==> src/rtl/core/prc_pkg.sv <==
// ----------------------------------------------------------------------------
// prc_pkg
// shared types, constants and helpers of the page registration checker
// ----------------------------------------------------------------------------
package prc_pkg;

  // sizing of the registration
  localparam int PAGE_COUNT   = 759;
  localparam int WINDOW_PAGES = 786432;
  localparam int PAGE_BYTES   = 16384;

  localparam int PAGE_SHIFT = $clog2(PAGE_BYTES);
  localparam int PAGE_W     = $clog2(WINDOW_PAGES);
  localparam int OFFSET_W   = PAGE_W + PAGE_SHIFT;
  localparam int INDEX_W    = 10;

  // ownership map held as rows of bits
  localparam int ROW_BITS  = 64;
  localparam int ROW_SEL_W = $clog2(ROW_BITS);
  localparam int MEM_ROWS  = (WINDOW_PAGES + ROW_BITS - 1) / ROW_BITS;
  localparam int ROW_W     = $clog2(MEM_ROWS);

  localparam logic [63:0] START_MAGIC  = 64'd12435456;
  localparam logic [63:0] WINDOW_BASE  = 64'h0000_0100_0000_0000;
  localparam logic [63:0] WINDOW_END   =
    WINDOW_BASE + 64'(WINDOW_PAGES) * 64'(PAGE_BYTES);
  localparam logic [63:0] COMMIT_VALUE = 64'd1;
  localparam logic [INDEX_W-1:0] PAGE_COUNT_V = INDEX_W'(PAGE_COUNT);

  // register offsets
  localparam logic [7:0] OFF_START = 8'd0;
  localparam logic [7:0] OFF_PAGE  = 8'd8;
  localparam logic [7:0] OFF_READY = 8'd16;

  localparam logic CMD_READ  = 1'b0;
  localparam logic CMD_WRITE = 1'b1;

  typedef enum logic [2:0] {
    ERR_NONE   = 3'd0,
    ERR_ACCESS = 3'd1,
    ERR_PAGE   = 3'd2,
    ERR_DUP    = 3'd3,
    ERR_SEQ    = 3'd4
  } err_code_t;

  typedef struct packed {
    logic        command;
    logic [7:0]  offset;
    logic        full_width;
    logic [63:0] wdata;
  } in_item_t;

  typedef struct packed {
    logic                rdata;
    err_code_t           error_code;
    logic                ready_res;
    logic                entry_valid;
    logic [INDEX_W-1:0]  entry_index;
    logic [OFFSET_W-1:0] entry_offset;
  } result_t;

  typedef struct packed {
    logic                en;
    logic [ROW_W-1:0]    addr;
    logic [ROW_BITS-1:0] data;
  } mem_wr_t;

  typedef struct packed {
    logic               s1_valid;
    logic               committed;
    logic [INDEX_W-1:0] pages_taken;
    err_code_t          latched_error;
  } status_t;

  // page number inside the window
  function automatic logic [PAGE_W-1:0] page_of(input logic [63:0] addr);
    logic [63:0] rel;
    rel = addr - WINDOW_BASE;
    return rel[OFFSET_W-1:PAGE_SHIFT];
  endfunction

endpackage

==> src/rtl/core/prc_ctrl.sv <==
// ----------------------------------------------------------------------------
// prc_ctrl
// session state, access checks and bitmap read-modify-write
// ----------------------------------------------------------------------------
module prc_ctrl (
  input  logic                         clk,
  input  logic                         rst,
  input  logic                         in_accept,
  input  prc_pkg::in_item_t            in_item,
  input  logic                         advance,
  input  logic [prc_pkg::ROW_BITS-1:0] rd_data,
  output logic [prc_pkg::ROW_W-1:0]    rd_addr,
  output prc_pkg::mem_wr_t             mem_wr,
  output prc_pkg::result_t             result,
  output prc_pkg::status_t             status
);

  logic                          s1_valid;
  prc_pkg::in_item_t             s1_item;
  logic                          session_started;
  logic                          session_started_next;
  logic                          committed;
  logic                          committed_next;
  logic [prc_pkg::INDEX_W-1:0]   pages_taken;
  logic [prc_pkg::INDEX_W-1:0]   pages_taken_next;
  prc_pkg::err_code_t            latched_error;
  prc_pkg::err_code_t            latched_error_next;
  logic                          fwd_valid;
  logic [prc_pkg::ROW_W-1:0]     fwd_row;
  logic [prc_pkg::ROW_BITS-1:0]  fwd_data;

  logic                          fire;
  logic [prc_pkg::PAGE_W-1:0]    in_page;
  logic [prc_pkg::PAGE_W-1:0]    s1_page;
  logic [prc_pkg::ROW_W-1:0]     s1_row;
  logic [prc_pkg::ROW_SEL_W-1:0] bit_sel;
  logic [prc_pkg::ROW_BITS-1:0]  row_cur;
  logic [prc_pkg::ROW_BITS-1:0]  bit_mask;
  logic [63:0]                   rel;
  logic                          page_bad;
  logic                          raise;
  prc_pkg::err_code_t            raise_code;
  logic                          take_page;

  assign fire    = s1_valid && advance;
  assign in_page = prc_pkg::page_of(in_item.wdata);
  assign s1_page = prc_pkg::page_of(s1_item.wdata);
  assign s1_row  = s1_page[prc_pkg::PAGE_W-1:prc_pkg::ROW_SEL_W];
  assign bit_sel = s1_page[prc_pkg::ROW_SEL_W-1:0];
  assign rel     = s1_item.wdata - prc_pkg::WINDOW_BASE;

  // a held item reissues its own read so the data stays current
  assign rd_addr = in_accept ? in_page[prc_pkg::PAGE_W-1:prc_pkg::ROW_SEL_W] : s1_row;

  // row written at the last edge is not yet visible in the read data
  assign row_cur  = (fwd_valid && fwd_row == s1_row) ? fwd_data : rd_data;
  assign bit_mask = prc_pkg::ROW_BITS'(1) << bit_sel;

  assign page_bad = (s1_item.wdata[prc_pkg::PAGE_SHIFT-1:0] != '0)
                 || (s1_item.wdata < prc_pkg::WINDOW_BASE)
                 || (s1_item.wdata >= prc_pkg::WINDOW_END);

  always_comb begin
    session_started_next = session_started;
    committed_next       = committed;
    pages_taken_next     = pages_taken;
    raise                = 1'b0;
    raise_code           = prc_pkg::ERR_NONE;
    take_page            = 1'b0;
    result               = '0;
    if (s1_item.command == prc_pkg::CMD_READ) begin
      result.rdata = (s1_item.offset == prc_pkg::OFF_READY) && s1_item.full_width && committed;
    end else if (!s1_item.full_width || committed || latched_error != prc_pkg::ERR_NONE) begin
      raise      = 1'b1;
      raise_code = prc_pkg::ERR_ACCESS;
    end else if (s1_item.offset == prc_pkg::OFF_START && !session_started
                 && s1_item.wdata == prc_pkg::START_MAGIC) begin
      session_started_next = 1'b1;
    end else if (s1_item.offset == prc_pkg::OFF_PAGE && session_started
                 && pages_taken < prc_pkg::PAGE_COUNT_V) begin
      if (page_bad) begin
        raise      = 1'b1;
        raise_code = prc_pkg::ERR_PAGE;
      end else if ((row_cur & bit_mask) != '0) begin
        raise      = 1'b1;
        raise_code = prc_pkg::ERR_DUP;
      end else begin
        take_page           = 1'b1;
        result.entry_valid  = 1'b1;
        result.entry_index  = pages_taken;
        result.entry_offset = rel[prc_pkg::OFFSET_W-1:0];
        pages_taken_next    = pages_taken + prc_pkg::INDEX_W'(1);
      end
    end else if (s1_item.offset == prc_pkg::OFF_READY && s1_item.wdata == prc_pkg::COMMIT_VALUE
                 && pages_taken == prc_pkg::PAGE_COUNT_V) begin
      committed_next = 1'b1;
    end else begin
      raise      = 1'b1;
      raise_code = prc_pkg::ERR_SEQ;
    end
    // first error wins
    latched_error_next = (raise && latched_error == prc_pkg::ERR_NONE) ? raise_code
                                                                      : latched_error;
    result.error_code = latched_error_next;
    result.ready_res  = committed_next;
  end

  assign mem_wr.en   = fire && take_page;
  assign mem_wr.addr = s1_row;
  assign mem_wr.data = row_cur | bit_mask;

  always_ff @(posedge clk) begin
    if (rst) begin
      s1_valid        <= 1'b0;
      session_started <= 1'b0;
      committed       <= 1'b0;
      pages_taken     <= '0;
      latched_error   <= prc_pkg::ERR_NONE;
      fwd_valid       <= 1'b0;
    end else begin
      if (!s1_valid || advance) begin
        s1_valid <= in_accept;
      end
      if (fire) begin
        session_started <= session_started_next;
        committed       <= committed_next;
        pages_taken     <= pages_taken_next;
        latched_error   <= latched_error_next;
      end
      fwd_valid <= mem_wr.en;
    end
  end

  always_ff @(posedge clk) begin
    if (in_accept) begin
      s1_item <= in_item;
    end
    if (mem_wr.en) begin
      fwd_row  <= mem_wr.addr;
      fwd_data <= mem_wr.data;
    end
  end

  assign status.s1_valid      = s1_valid;
  assign status.committed     = committed;
  assign status.pages_taken   = pages_taken;
  assign status.latched_error = latched_error;

endmodule
==> config.mk <==
export PLATFORM = sky130hd
export DESIGN_NAME = prc_ctrl
export DESIGN_NICKNAME = d
export VERILOG_FILES = /design/src/rtl/core/prc_pkg.sv /design/src/rtl/core/prc_ctrl.sv
export SDC_FILE = /design/constraint.sdc
export NUM_CORES = 1
export LEC_CHECK = 0
export CORE_MARGIN = 5
export CORE_UTILIZATION = 30
export DETAILED_ROUTE_END_ITERATION = 12
export DONT_BUFFER_PORTS = 1
export GPL_TIMING_DRIVEN = 0
export PLACE_DENSITY = 0.51
export SETUP_SLACK_MARGIN = 0.4
export SLEW_MARGIN = 25
export SYNTH_ARGS = -nofsm -noshare
export SYNTH_HDL_FRONTEND = slang
export SYNTH_SLANG_ARGS = --single-unit
==> constraint.sdc <==
create_clock -name clk -period 5.9 [get_ports clk]
set_input_delay 0.59 -clock clk [delete_from_list [all_inputs] [get_ports clk]]
set_output_delay 0.59 -clock clk [all_outputs]
set_load 0.02 [all_outputs]
==> summary.md, run 1 <==
| Metric | Value |
|---|---|
| Syn Area/Cell | 11.3 µm² |
| Startpoint types | flip-flop |
| Placeable Area | 29800 µm² |
| Top cell type's share of synthesized area | 0.501 |
| Pwr/cell area | 277 nW/µm² |
| Family with the most delay on the worst path | simple AND/OR/NAND/NOR gates |
| TritonCTS clock tree | done |
| Slowest stage delay, CP | 1.00 ns |
| CP dominant cell by count | clkbuf_1 |
| # fillers | 3054 |
| Sequential-to-total area share from yosys stat | 0.538 |
| Origin of the critical flop-to-flop path | s1_item[18] |
| # diodes | 0 |
| Total Routing Usage GR | 0.203 |
| FMAX | 191 MHz |
| Count leader, synth | edfxtp_1 |
| Internal power | 2.02 mW |
| RSZ-0062 raised after global routing | false |
| Setup_tns | 0 ns |
| Tightest Pin Transition | 1.12 ns |
| Req. time, crit path | 5.31 ns |
| First-pass GRT wire length | 49.8 mm |
| Number of synthesized flops with an enable pin | 152 |
| DRC Markers | 0 |
| Die area | 34000 µm² |
| Wire per inst | 28.5 µm |
| Post-Synthesis Cells | 810 |
| 1st-iter DRT viols | 607 |
| CTS clk-pin slew, worst paths | 0.08 ns |
| Die H | 184 µm |
| Vias per cell | 5.68 |
| Hold-fix buffers, CTS | 0 |
| Clk sink count | 169 |
| Clk_skew | 0.0127 ns |
| Clock network power share | 0.395 |
| Fraction of layout cells with a size suffix above 1 | 0.159 |
| Reg2reg end | fwd_data[15] |
| Crit path DAT | 4.65 ns |
| Placed Cells incl. Taps | 1215 |
| Hpwl dp | 27.3 mm |
| Via count | 7072 |
| Final ANT Viol Nets | 0 |
| Slew Limit Fails | 0 |
| WHS | 0.230 ns |
| Post-CTS setup buffers | 0 |
| Initial antenna violation count | 1 |
| Root Buffer | clkbuf_16 |
| Final min period | 5.24 ns |
| CP max-delay cell | nor4bb_1 |
| Largest net degree at the start of global routing | 76 |
| Reg2Reg Setup Slack | 1.51 ns |
| Post-Route WL | 35.5 mm |
| Top cells by area, synth | edfxtp_1 (50%), mux2i_1 (6.8%), o21ai_0 (4.1%) |
| Setup violations, final | 0 |
| FF+latch count, synth | 169 |
| Peak VDD IR | 0.185 mV |
| Final GP Congestion | 0.942 |
| Status | complete, no violations |
| GRT overflow | 0 |
| Period utilization | 0.888 |
| Top_reg_cell synth | edfxtp_1 |
| Hold Path Cell Cnt | 0 |
| Comb power frac | 0.124 |
| Clk Latency, worst-skew pair | 0.45 ns |
| Yosys warnings | 0 |
| Synth top cells by count | edfxtp_1 (152), o21ai_0 (74), mux2i_1 (62) |
| Vias in the first global route | 7011 |
| Maximum level of the CTS H-tree | 4 |
| Placed Instance Area | 9720 µm² |
| P_leak | 3.69 nW |
| Hold Crit Endpoint | s1_item[66] |
| Worst Path Buf+Inv | 3 |
| Yosys cell types | 70 |
| Reg2reg path depth | 11 |
| Initial Util | 0.306 |
| Crit path max fanout | 10 |
| Port Buffers | 0 |
| Post-synth design cell area | 9110 µm² |
| Critical path class | reg -> out |
| Final hold vios | 0 |
| Relative slew slack | 0.244 |
| Finished Layout Cells | 1246 |
| Die Span X | 184 µm |
| Max capacitance violation total | 0 |
| Sequential share of power | 0.481 |
| Final instance area | 10400 µm² |
| Net Sw Frac | 0.297 |
| Drt first pass iters | 5 |
| NetSw | 0.854 mW |
| Crit end category | output pin |
| Yosys top cell by area | edfxtp_1 |
| Synth-to-Final Area Change | 13.7% |
| CTS Buffer Depth | 2 |
| Min-Delay Path Class | in -> reg |
| Crit path cell chain | clkbuf_1 > clkbuf_1 > nor4bb_1 > a22oi_1 > a21oi_1 > a2111oi_0 > and3_1 > o21ai_2 > nor3_4 > clkbuf_2 > and2_1 |
| Synth async-reset ratio | 0 |
| # IOs | 300 |
| Num CTS Buffers | 17 |
| Final Net Count | 987 |
| Std-Cell Rows | 63 |
| Worst Hold Launch | in_item[66] |
## cells in the final DEF (no fill, tap or decap), types with 7 or more instances in the layout
master     Yosys  routed
nand4b_1       7       7
nand2_1       36      36
a211oi_1       8       8
edfxtp_1     152     152
clkbuf_1      30      26
o211ai_1       8       8
conb_1         1      14
buf_2         15      16
nor4_2         1       8
dfxtp_1       17      17
and2_1        28      28
buf_1         11      10
xnor2_1       17      17
nor2b_1       14      14
nand3_1       38      38
a22oi_1       12      12
clkbuf_16      0      17
buf_4         32      32
a32oi_1        8       8
inv_1         11      10
and3_1         8       8
nor4_1        28      21
a21oi_1       27      27
mux2_2        25      25
o21ai_0       74      71
mux2i_1       62      62
nor2_1        35      35
nand4_1       18      18
## kinds of logic (layout without fill, tap and decap cells)
kind of cell,Yosys count,count (layout),synth area share
simple gates,261,261,0.167
fa+ha+maj,1,1,0.00137
xor+xnor,17,17,0.0163
mux,88,88,0.100
buf+inv,101,134,0.0568
other cells,1,14,0.000411
compound gates,172,172,0.119
flops,169,169,0.538
## flip-flops by register name (all words and copies together), names as in the netlist
name             flops
fwd_row             14
s1_valid             1
latched_error        3
committed            1
session_started      1
fwd_valid            1
pages_taken         10
fwd_data            64
s1_item             74
## through the flow
step	util	setup WS [ns]	total power [mW]
global route	0.348	0.425	2.98
detailed placement	0.326	0.219	1.76
floorplan	-	1.18	1.65
CTS	0.347	0.383	2.89
finish	0.348	0.660	2.87
global placement	0.324	-1.25	1.75
## what timing repair did
action                                  4_1_cts  5_1_grt
endpoints found under the hold margin         0        0
pin swaps                                     0        0
gates resized for setup                       5        5
endpoints found under the setup margin       24       19
## metal layers
metal,track usage,wire length (µm),vias to the layer above
met5,0,13,-
met4,0.0553,805,2
met3,0.0937,4580,44
met2,0.336,17000,416
met1,0.237,13100,3463
li1,-,-,3147
## power by group through the flow
stage / clock [mW] / combinational, mW / sequential, mW
after floorplan: 0 / 0.254 / 1.40
after global placement: 0 / 0.345 / 1.41
after detailed placement: 0 / 0.349 / 1.41
after CTS: 1.15 / 0.352 / 1.38
after global routing: 1.21 / 0.381 / 1.39
final: 1.13 / 0.357 / 1.38
## worst max path at each step
stage                      startpoint         end  slack (ns)  cells after the start
after floorplan           s1_item[27]  mem_wr[78]        1.18                      9
after global placement    s1_item[23]  mem_wr[78]       -1.25                      9
after detailed placement  s1_item[23]  result[35]        0.22                     10
after CTS                 s1_item[19]  result[35]        0.38                     11
after global routing      s1_item[18]  result[35]        0.42                     11
final                     s1_item[14]  result[35]        0.66                     11
## cell type report
class | count | area, µm² | share of cell area
Sequential cell | 169 | 4900 | 0.473
Multi-Input combinational cell | 553 | 3820 | 0.369
Tap cell | 390 | 488 | 0.0471
Buffer | 88 | 475 | 0.0459
Clock buffer | 17 | 425 | 0.0410
Clock inverter | 14 | 161 | 0.0156
Inverter | 13 | 53.8 | 0.00519
Timing Repair Buffer | 2 | 32.5 | 0.00314
(Power assumes the default switching activity.)
==> run 2: changes to the inputs <==
--- a/config.mk
+++ b/config.mk
@@ -5,6 +5,7 @@
 export SDC_FILE = /design/constraint.sdc
 export NUM_CORES = 1
 export LEC_CHECK = 0
+export ABC_AREA = 1
 export CORE_MARGIN = 5
 export CORE_UTILIZATION = 30
 export DETAILED_ROUTE_END_ITERATION = 12
==> summary.md, run 2 <==
| Metric | Value |
|---|---|
| Final min period | 4.98 ns (-0.261 ns) |
| Final Net Count | 1304 (+32%) |
| Slew Limit Fails | 0 (unchanged) |
| Post-synth design cell area | 9350 µm² (+2.6%) |
| Root Buffer | clkbuf_16 |
| Die H | 187 µm (+1.2%) |
| 1st-iter DRT viols | 584 (-3.8%) |
| Hpwl dp | 26.1 mm (-4.1%) |
| # IOs | 300 (unchanged) |
| Max reg flops | 74 (unchanged) |
| Synth top cells by count | nand2_1 (272), nor2_1 (162), edfxtp_1 (152) |
| Synth async-reset ratio | 0 (unchanged) |
| Post-CTS setup buffers | 0 (unchanged) |
| Drt first pass iters | 8 (+3) |
| Number of synthesized flops with an enable pin | 152 (unchanged) |
| P_leak | 4.39 nW (+19%) |
| Reg2Reg Setup Slack | 1.63 ns (+0.12 ns) |
| WHS | 0.197 ns (-0.0329 ns) |
| Final hold vios | 0 (unchanged) |
| Vias per cell | 4.96 (-13%) |
| Most frequent cells in the layout | nand2_1 (272), nor2_1 (162), edfxtp_1 (152), inv_1 (135), nand3_1 (86) |
| Top_reg_cell synth | edfxtp_1 |
| Req. time, crit path | 5.31 ns (about the same) |
| Period utilization | 0.844 (-0.0442) |
| Total Routing Usage GR | 0.188 (-0.0143) |
| Top cells by area, synth | edfxtp_1 (49%), nand2_1 (11%), nor2_1 (6.5%) |
| Initial Util | 0.305 (-0.00112) |
| Via count | 7789 (+10%) |
| # fillers | 3252 (+6.5%) |
| RSZ-0062 raised after global routing | false |
| Top Registers | s1_item x74, fwd_data x64, fwd_row x14 |
| FF+latch count, synth | 169 (unchanged) |
| Status | complete, no violations |
| DRC Markers | 0 (unchanged) |
| Placed Instance Area | 9920 µm² (+2.1%) |
| Cts repair resizes | 0 (-5) |
| Die Span X | 187 µm (+1.2%) |
| Wire per inst | 21.6 µm (-24%) |
| Initial antenna violation count | 2 (+1) |
| Final instance area | 10500 µm² (+1.3%) |
| Total chip power | 2.80 mW (-2.3%) |
| Final Util | 0.342 (-0.00550) |
| Yosys top cell by area | edfxtp_1 |
| Post-Route WL | 34.0 mm (-4.3%) |
| Std-Cell Rows | 64 (+1.6%) |
| Crit end category | output pin |
| Num CTS Buffers | 17 (unchanged) |
| Pwr/cell area | 267 nW/µm² (-3.6%) |
| Commonest non-fill, non-tap cell in the layout | nand2_1 |
| Post-Synthesis Cells | 1128 (+39%) |
| Vias in the first global route | 7782 (+11%) |
| Port Buffers | 0 (unchanged) |
| Post-place setup slack | 1.44 ns (+1.22 ns) |
| Setup_tns | 0 ns (unchanged) |
| First-pass GRT wire length | 49.7 mm (-0.19%) |
| CTS Buffer Depth | 2 (unchanged) |
| Final ANT Viol Nets | 0 (unchanged) |
| Largest net degree at the start of global routing | 77 (+1.3%) |
| Clk_skew | 0.0155 ns (+0.00281 ns) |
| Sequential-to-total area share from yosys stat | 0.525 (-0.0134) |
| Min-Delay Path Class | in -> reg |
| Finished Layout Cells | 1571 (+26%) |
| Clk Latency, worst-skew pair | 0.45 ns (about the same) |
| Hold-fix buffers, CTS | 0 (unchanged) |
| Startpoint types | flip-flop |
| Syn Area/Cell | 8.29 µm² (-26%) |
| Max capacitance violation total | 0 (unchanged) |
| Count leader, synth | nand2_1 |
| Crit path DAT | 4.39 ns (-0.26 ns) |
| Fraction of layout cells with a size suffix above 1 | 0.0818 (-0.0771) |
| GRT overflow | 0 (unchanged) |
| TritonCTS clock tree | done |
| Peak VDD IR | 0.261 mV (+41%) |
| Placed Cells incl. Taps | 1538 (+27%) |
| Clk sink count | 169 (unchanged) |
| Tightest Pin Transition | 1.07 ns (-0.0482 ns) |
| Final GP Congestion | 0.843 (-11%) |
| Critical path class | reg -> out |
| CTS clk-pin slew, worst paths | 0.08 ns (about the same) |
| Yosys warnings | 0 (unchanged) |
| Crit path max fanout | 48 (+38) |
| Maximum level of the CTS H-tree | 4 (unchanged) |
| Setup violations, final | 0 (unchanged) |
| Top reg by flops | s1_item |
| Placeable Area | 30700 µm² (+2.9%) |
| Synth-to-Final Area Change | 12.3% |
| FMAX | 201 MHz (+5.2%) |
| Relative slew slack | 0.279 (+0.0348) |
| Top cell type's share of synthesized area | 0.488 (-0.0125) |
| Die area | 34800 µm² (+2.4%) |
| Final WS setup | 0.920 ns (+0.261 ns) |
| Yosys cell types | 35 (-50%) |
[run 2: cell count changes after synthesis, sizes merged, moves of 26 or more]
| cell | previous run | this run |
|---|---|---|
| nand2 | 36 | 272 |
| inv | 11 | 141 |
| nor2 | 35 | 165 |
| mux2i | 62 | 0 |
| nand3b | 4 | 64 |
| nand3 | 38 | 86 |
| and2 | 30 | 0 |
| mux2 | 26 | 0 |
[run 2: cell type report]
| cell class | instances | area [µm²] | area share |
|---|---|---|---|
| clock inverter | 15 | 146 | 0.0139 |
| buffer | 72 | 445 | 0.0424 |
| timing repair buffer | 1 | 27.5 | 0.00262 |
| antenna | 1 | 2.50 | 0.000238 |
| multi-input combinational | 758 | 3510 | 0.335 |
| tap | 396 | 495 | 0.0472 |
| sequential | 169 | 4900 | 0.467 |
| inverter | 142 | 538 | 0.0512 |
| clock buffer | 17 | 425 | 0.0405 |
[run 2: kinds of logic (layout without fill, tap and decap cells)]
kind of cell             Yosys count  after routing  share of synthesized area
AO/OA/AOI/OAI                    102            102                     0.0576
XOR/XNOR                           8              8                    0.00750
adder cells (fa/ha/maj)            1              1                    0.00134
buffers and inverters            214            247                      0.105
flip-flops                       169            169                      0.525
other                              1             15                   0.000401
AND/OR/NAND/NOR                  633            633                      0.304
[run 2: worst paths after layout]
kind,startpoint,end,depth (start not counted)
setup reg to reg,s1_item[20],fwd_data[3],19
hold reg to reg,session_started,session_started,2
hold / removal,rst,pages_taken[9],1
setup / recovery,s1_item[20],mem_wr[78],19
[run 2: per-layer routing]
metal | track usage | part of all wire | wire length (µm) | vias up
met5 | 0 | 0.00038 | 13 | -
met4 | 0.0518 | 0.018 | 618 | 2
met3 | 0.0835 | 0.11 | 3570 | 36
met2 | 0.307 | 0.47 | 16000 | 379
met1 | 0.228 | 0.40 | 13800 | 3626
li1 | - | - | - | 3746
[run 2: worst max-delay path, stage by stage (launching register included)]
cell and delay [ns]:
edfxtp_1 0.45, inv_1 0.19, nand2_1 0.07, nand2_1 0.06, nor2_1 0.05, nand2_1 0.10, nor2_2 0.05, nand2_1 0.44
buf_2 0.37, nand2_1 0.12, nand3_1 0.09, nand2_1 0.07, nor2_1 0.10, nand2_1 0.06, nor2_1 0.19, nand2_1 0.12
nor2_4 0.21, nand4_1 0.35, inv_6 0.44, buf_16 0.32
[run 2: where the power goes]
part / total [mW] / switching, mW / internal (mW)
registers: 1.38 / 0.0260 / 1.35
logic: 0.297 / 0.233 / 0.0637
clock network: 1.13 / 0.566 / 0.564
==> run 3: changes to the inputs <==
==> constraint.sdc (replaced) <==
create_clock -name clk -period 4.9 [get_ports clk]
set_input_delay 0.49 -clock clk [delete_from_list [all_inputs] [get_ports clk]]
set_output_delay 0.49 -clock clk [all_outputs]
set_load 0.02 [all_outputs]
==> summary.md, run 3 (synthesized netlist as in run 2, its figures left out) <==
| Metric | Value |
|---|---|
| TritonCTS clock tree | done |
| CP dominant cell by count | nand2_1 |
| Peak VDD IR | 0.315 mV (+21%) |
| Fraction of layout cells with a size suffix above 1 | 0.121 (+0.0389) |
| CTS Buffer Depth | 2 (unchanged) |
| Slew Limit Fails | 0 (unchanged) |
| Placed Instance Area | 9920 µm² (unchanged) |
| Final hold vios | 0 (unchanged) |
| # IOs | 300 (unchanged) |
| Post-Route WL | 34.3 mm (+0.95%) |
| Clk_skew | 0.0136 ns (-0.00197 ns) |
| Root Buffer | clkbuf_16 |
| GRT overflow | 0 (unchanged) |
| Initial Util | 0.305 (unchanged) |
| Max reg flops | 74 (unchanged) |
| Final min period | 4.22 ns |
| Placeable Area | 30700 µm² (unchanged) |
| Clk sink count | 169 (unchanged) |
| Final Net Count | 1315 (+0.84%) |
| Largest net degree at the start of global routing | 77 (unchanged) |
| 1st-iter DRT viols | 555 (-5.0%) |
| Wire per inst | 21.7 µm (+0.25%) |
| Hold Path Cell Cnt | 1 (unchanged) |
| Slowest stage delay, CP | 0.44 ns (about the same) |
| Top Registers | s1_item x74, fwd_data x64, fwd_row x14 |
| Synth-to-Final Area Change | 16.4% |
| Vias in the first global route | 7799 (+0.22%) |
| FMAX | 237 MHz |
| Final GP Congestion | 0.843 (unchanged) |
| Final instance area | 10900 µm² (+3.6%) |
| Most frequent cells in the layout | nand2_1 (271), edfxtp_1 (152), inv_1 (134), nor2_1 (132), nand3_1 (86) |
| Num CTS Buffers | 17 (unchanged) |
| Die area | 34800 µm² (unchanged) |
| Tightest Pin Transition | 1.09 ns (+0.0231 ns) |
| Final ANT Viol Nets | 0 (unchanged) |
| Critical path class | reg -> out |
| DRC Markers | 0 (unchanged) |
| First-pass GRT wire length | 49.9 mm (+0.43%) |
| Commonest non-fill, non-tap cell in the layout | nand2_1 |
| Top reg by flops | s1_item |
| Via count | 7810 (+0.27%) |
| Hpwl dp | 26.1 mm (unchanged) |
| Vias per cell | 4.94 (-0.43%) |
| Crit path cell chain | inv_1 > nand2_1 > nand2_1 > inv_1 > nand3b_1 > nor2_2 > nand2_2 > buf_2 > nand2_1 > nand3_1 > nand2_1 > nor2_1 > nand2_1 > nor2_1 > nand2_1 > nor2_4 > nand3_1 > buf_4 > nor2_2 |
| Final Util | 0.355 (+0.0124) |
| Setup violations, final | 0 (unchanged) |
| Std-Cell Rows | 64 (unchanged) |
| Reg2reg path depth | 20 (+1) |
| Min-Delay Path Class | in -> reg |
| Hold-fix buffers, CTS | 0 (unchanged) |
| CTS clk-pin slew, worst paths | 0.08 ns (about the same) |
| Drt first pass iters | 6 (-2) |
| Req. time, crit path | 4.41 ns (-0.90 ns) |
| Clk Latency, worst-skew pair | 0.45 ns (about the same) |
| RSZ-0062 raised after global routing | true |
| P_leak | 4.47 nW (+1.8%) |
| Status | complete, no violations |
| Placed Cells incl. Taps | 1538 (unchanged) |
| Total Routing Usage GR | 0.189 (+0.000909) |
| Crit end category | output pin |
| Pwr/cell area | 312 nW/µm² (+17%) |
| Initial antenna violation count | 2 (unchanged) |
| Period utilization | 0.862 |
| Max capacitance violation total | 0 (unchanged) |
| # fillers | 3215 (-1.1%) |
| Startpoint types | flip-flop |
| Finished Layout Cells | 1582 (+0.70%) |
| Crit path max fanout | 10 (-79%) |
| Relative slew slack | 0.263 (-0.0156) |
| Die H | 187 µm (unchanged) |
| Maximum level of the CTS H-tree | 4 (unchanged) |
| Die Span X | 187 µm (unchanged) |
| Crit path DAT | 3.73 ns (-0.66 ns) |
| CP max-delay cell | edfxtp_1 |
| Port Buffers | 0 (unchanged) |
run 3: layout make-up:
class | instances | area [µm²] | area share
Sequential cell | 169 | 4900 | 0.451
Multi-Input combinational cell | 758 | 3730 | 0.343
Inverter | 142 | 563 | 0.0518
Tap cell | 396 | 495 | 0.0455
Buffer | 72 | 480 | 0.0442
Clock buffer | 17 | 425 | 0.0391
Clock inverter | 15 | 146 | 0.0135
Timing Repair Buffer | 11 | 120 | 0.0110
Timing Repair inverter | 1 | 8.76 | 0.000805
Antenna cell | 1 | 2.50 | 0.000230
run 3: what timing repair did:
item / in CTS / in global routing
setup buffers: 1 / 8
pin swaps: 1 / 2
gates resized for setup: 22 / 61
cloned: 1 / 1
endpoints found under the setup margin: 31 / 32
run 3: metrics by stage:
stage	setup WS, ns	power (mW)	hold WS, ns	TNS [ns]
2_1_floorplan	0.709	1.94	0.483	0
5_1_grt	0.355	3.52	0.0804	0
3_5_place_dp	0.537	2.05	0.519	0
4_1_cts	0.343	3.41	0.0738	0
6_report	0.676	3.40	0.0968	0
3_3_place_gp	-1.46	2.05	0.515	-117.41
run 3: metal layers:
| layer | share of wire | wire, µm | vias to the layer above | global-route usage |
|---|---|---|---|---|
| li1 | - | - | 3771 | - |
| met1 | 0.40 | 13700 | 3630 | 0.228 |
| met2 | 0.47 | 16000 | 367 | 0.308 |
| met3 | 0.11 | 3830 | 40 | 0.0843 |
| met4 | 0.021 | 712 | 2 | 0.0541 |
| met5 | 0.00038 | 13 | - | 0 |
run 3: final timing paths:
path              slack [ns]         endpoint            start
setup / recovery        0.68       result[26]      s1_item[33]
hold / removal           0.1   pages_taken[9]              rst
setup reg to reg        1.25     fwd_data[61]      s1_item[33]
hold reg to reg         0.53  session_started  session_started
run 3: worst max-delay path: cells and delay by family (launching register included):
kind | cells | cell delay [ns]
and+or+nand+nor | 15 | 2.00
buffers and inverters | 4 | 0.81
DFF | 1 | 0.44
run 3: power breakdown:
part | internal, mW | switching, mW
registers | 1.63 | 0.0309
clock network | 0.679 | 0.680
logic | 0.0864 | 0.292
total | 2.39 | 1.00
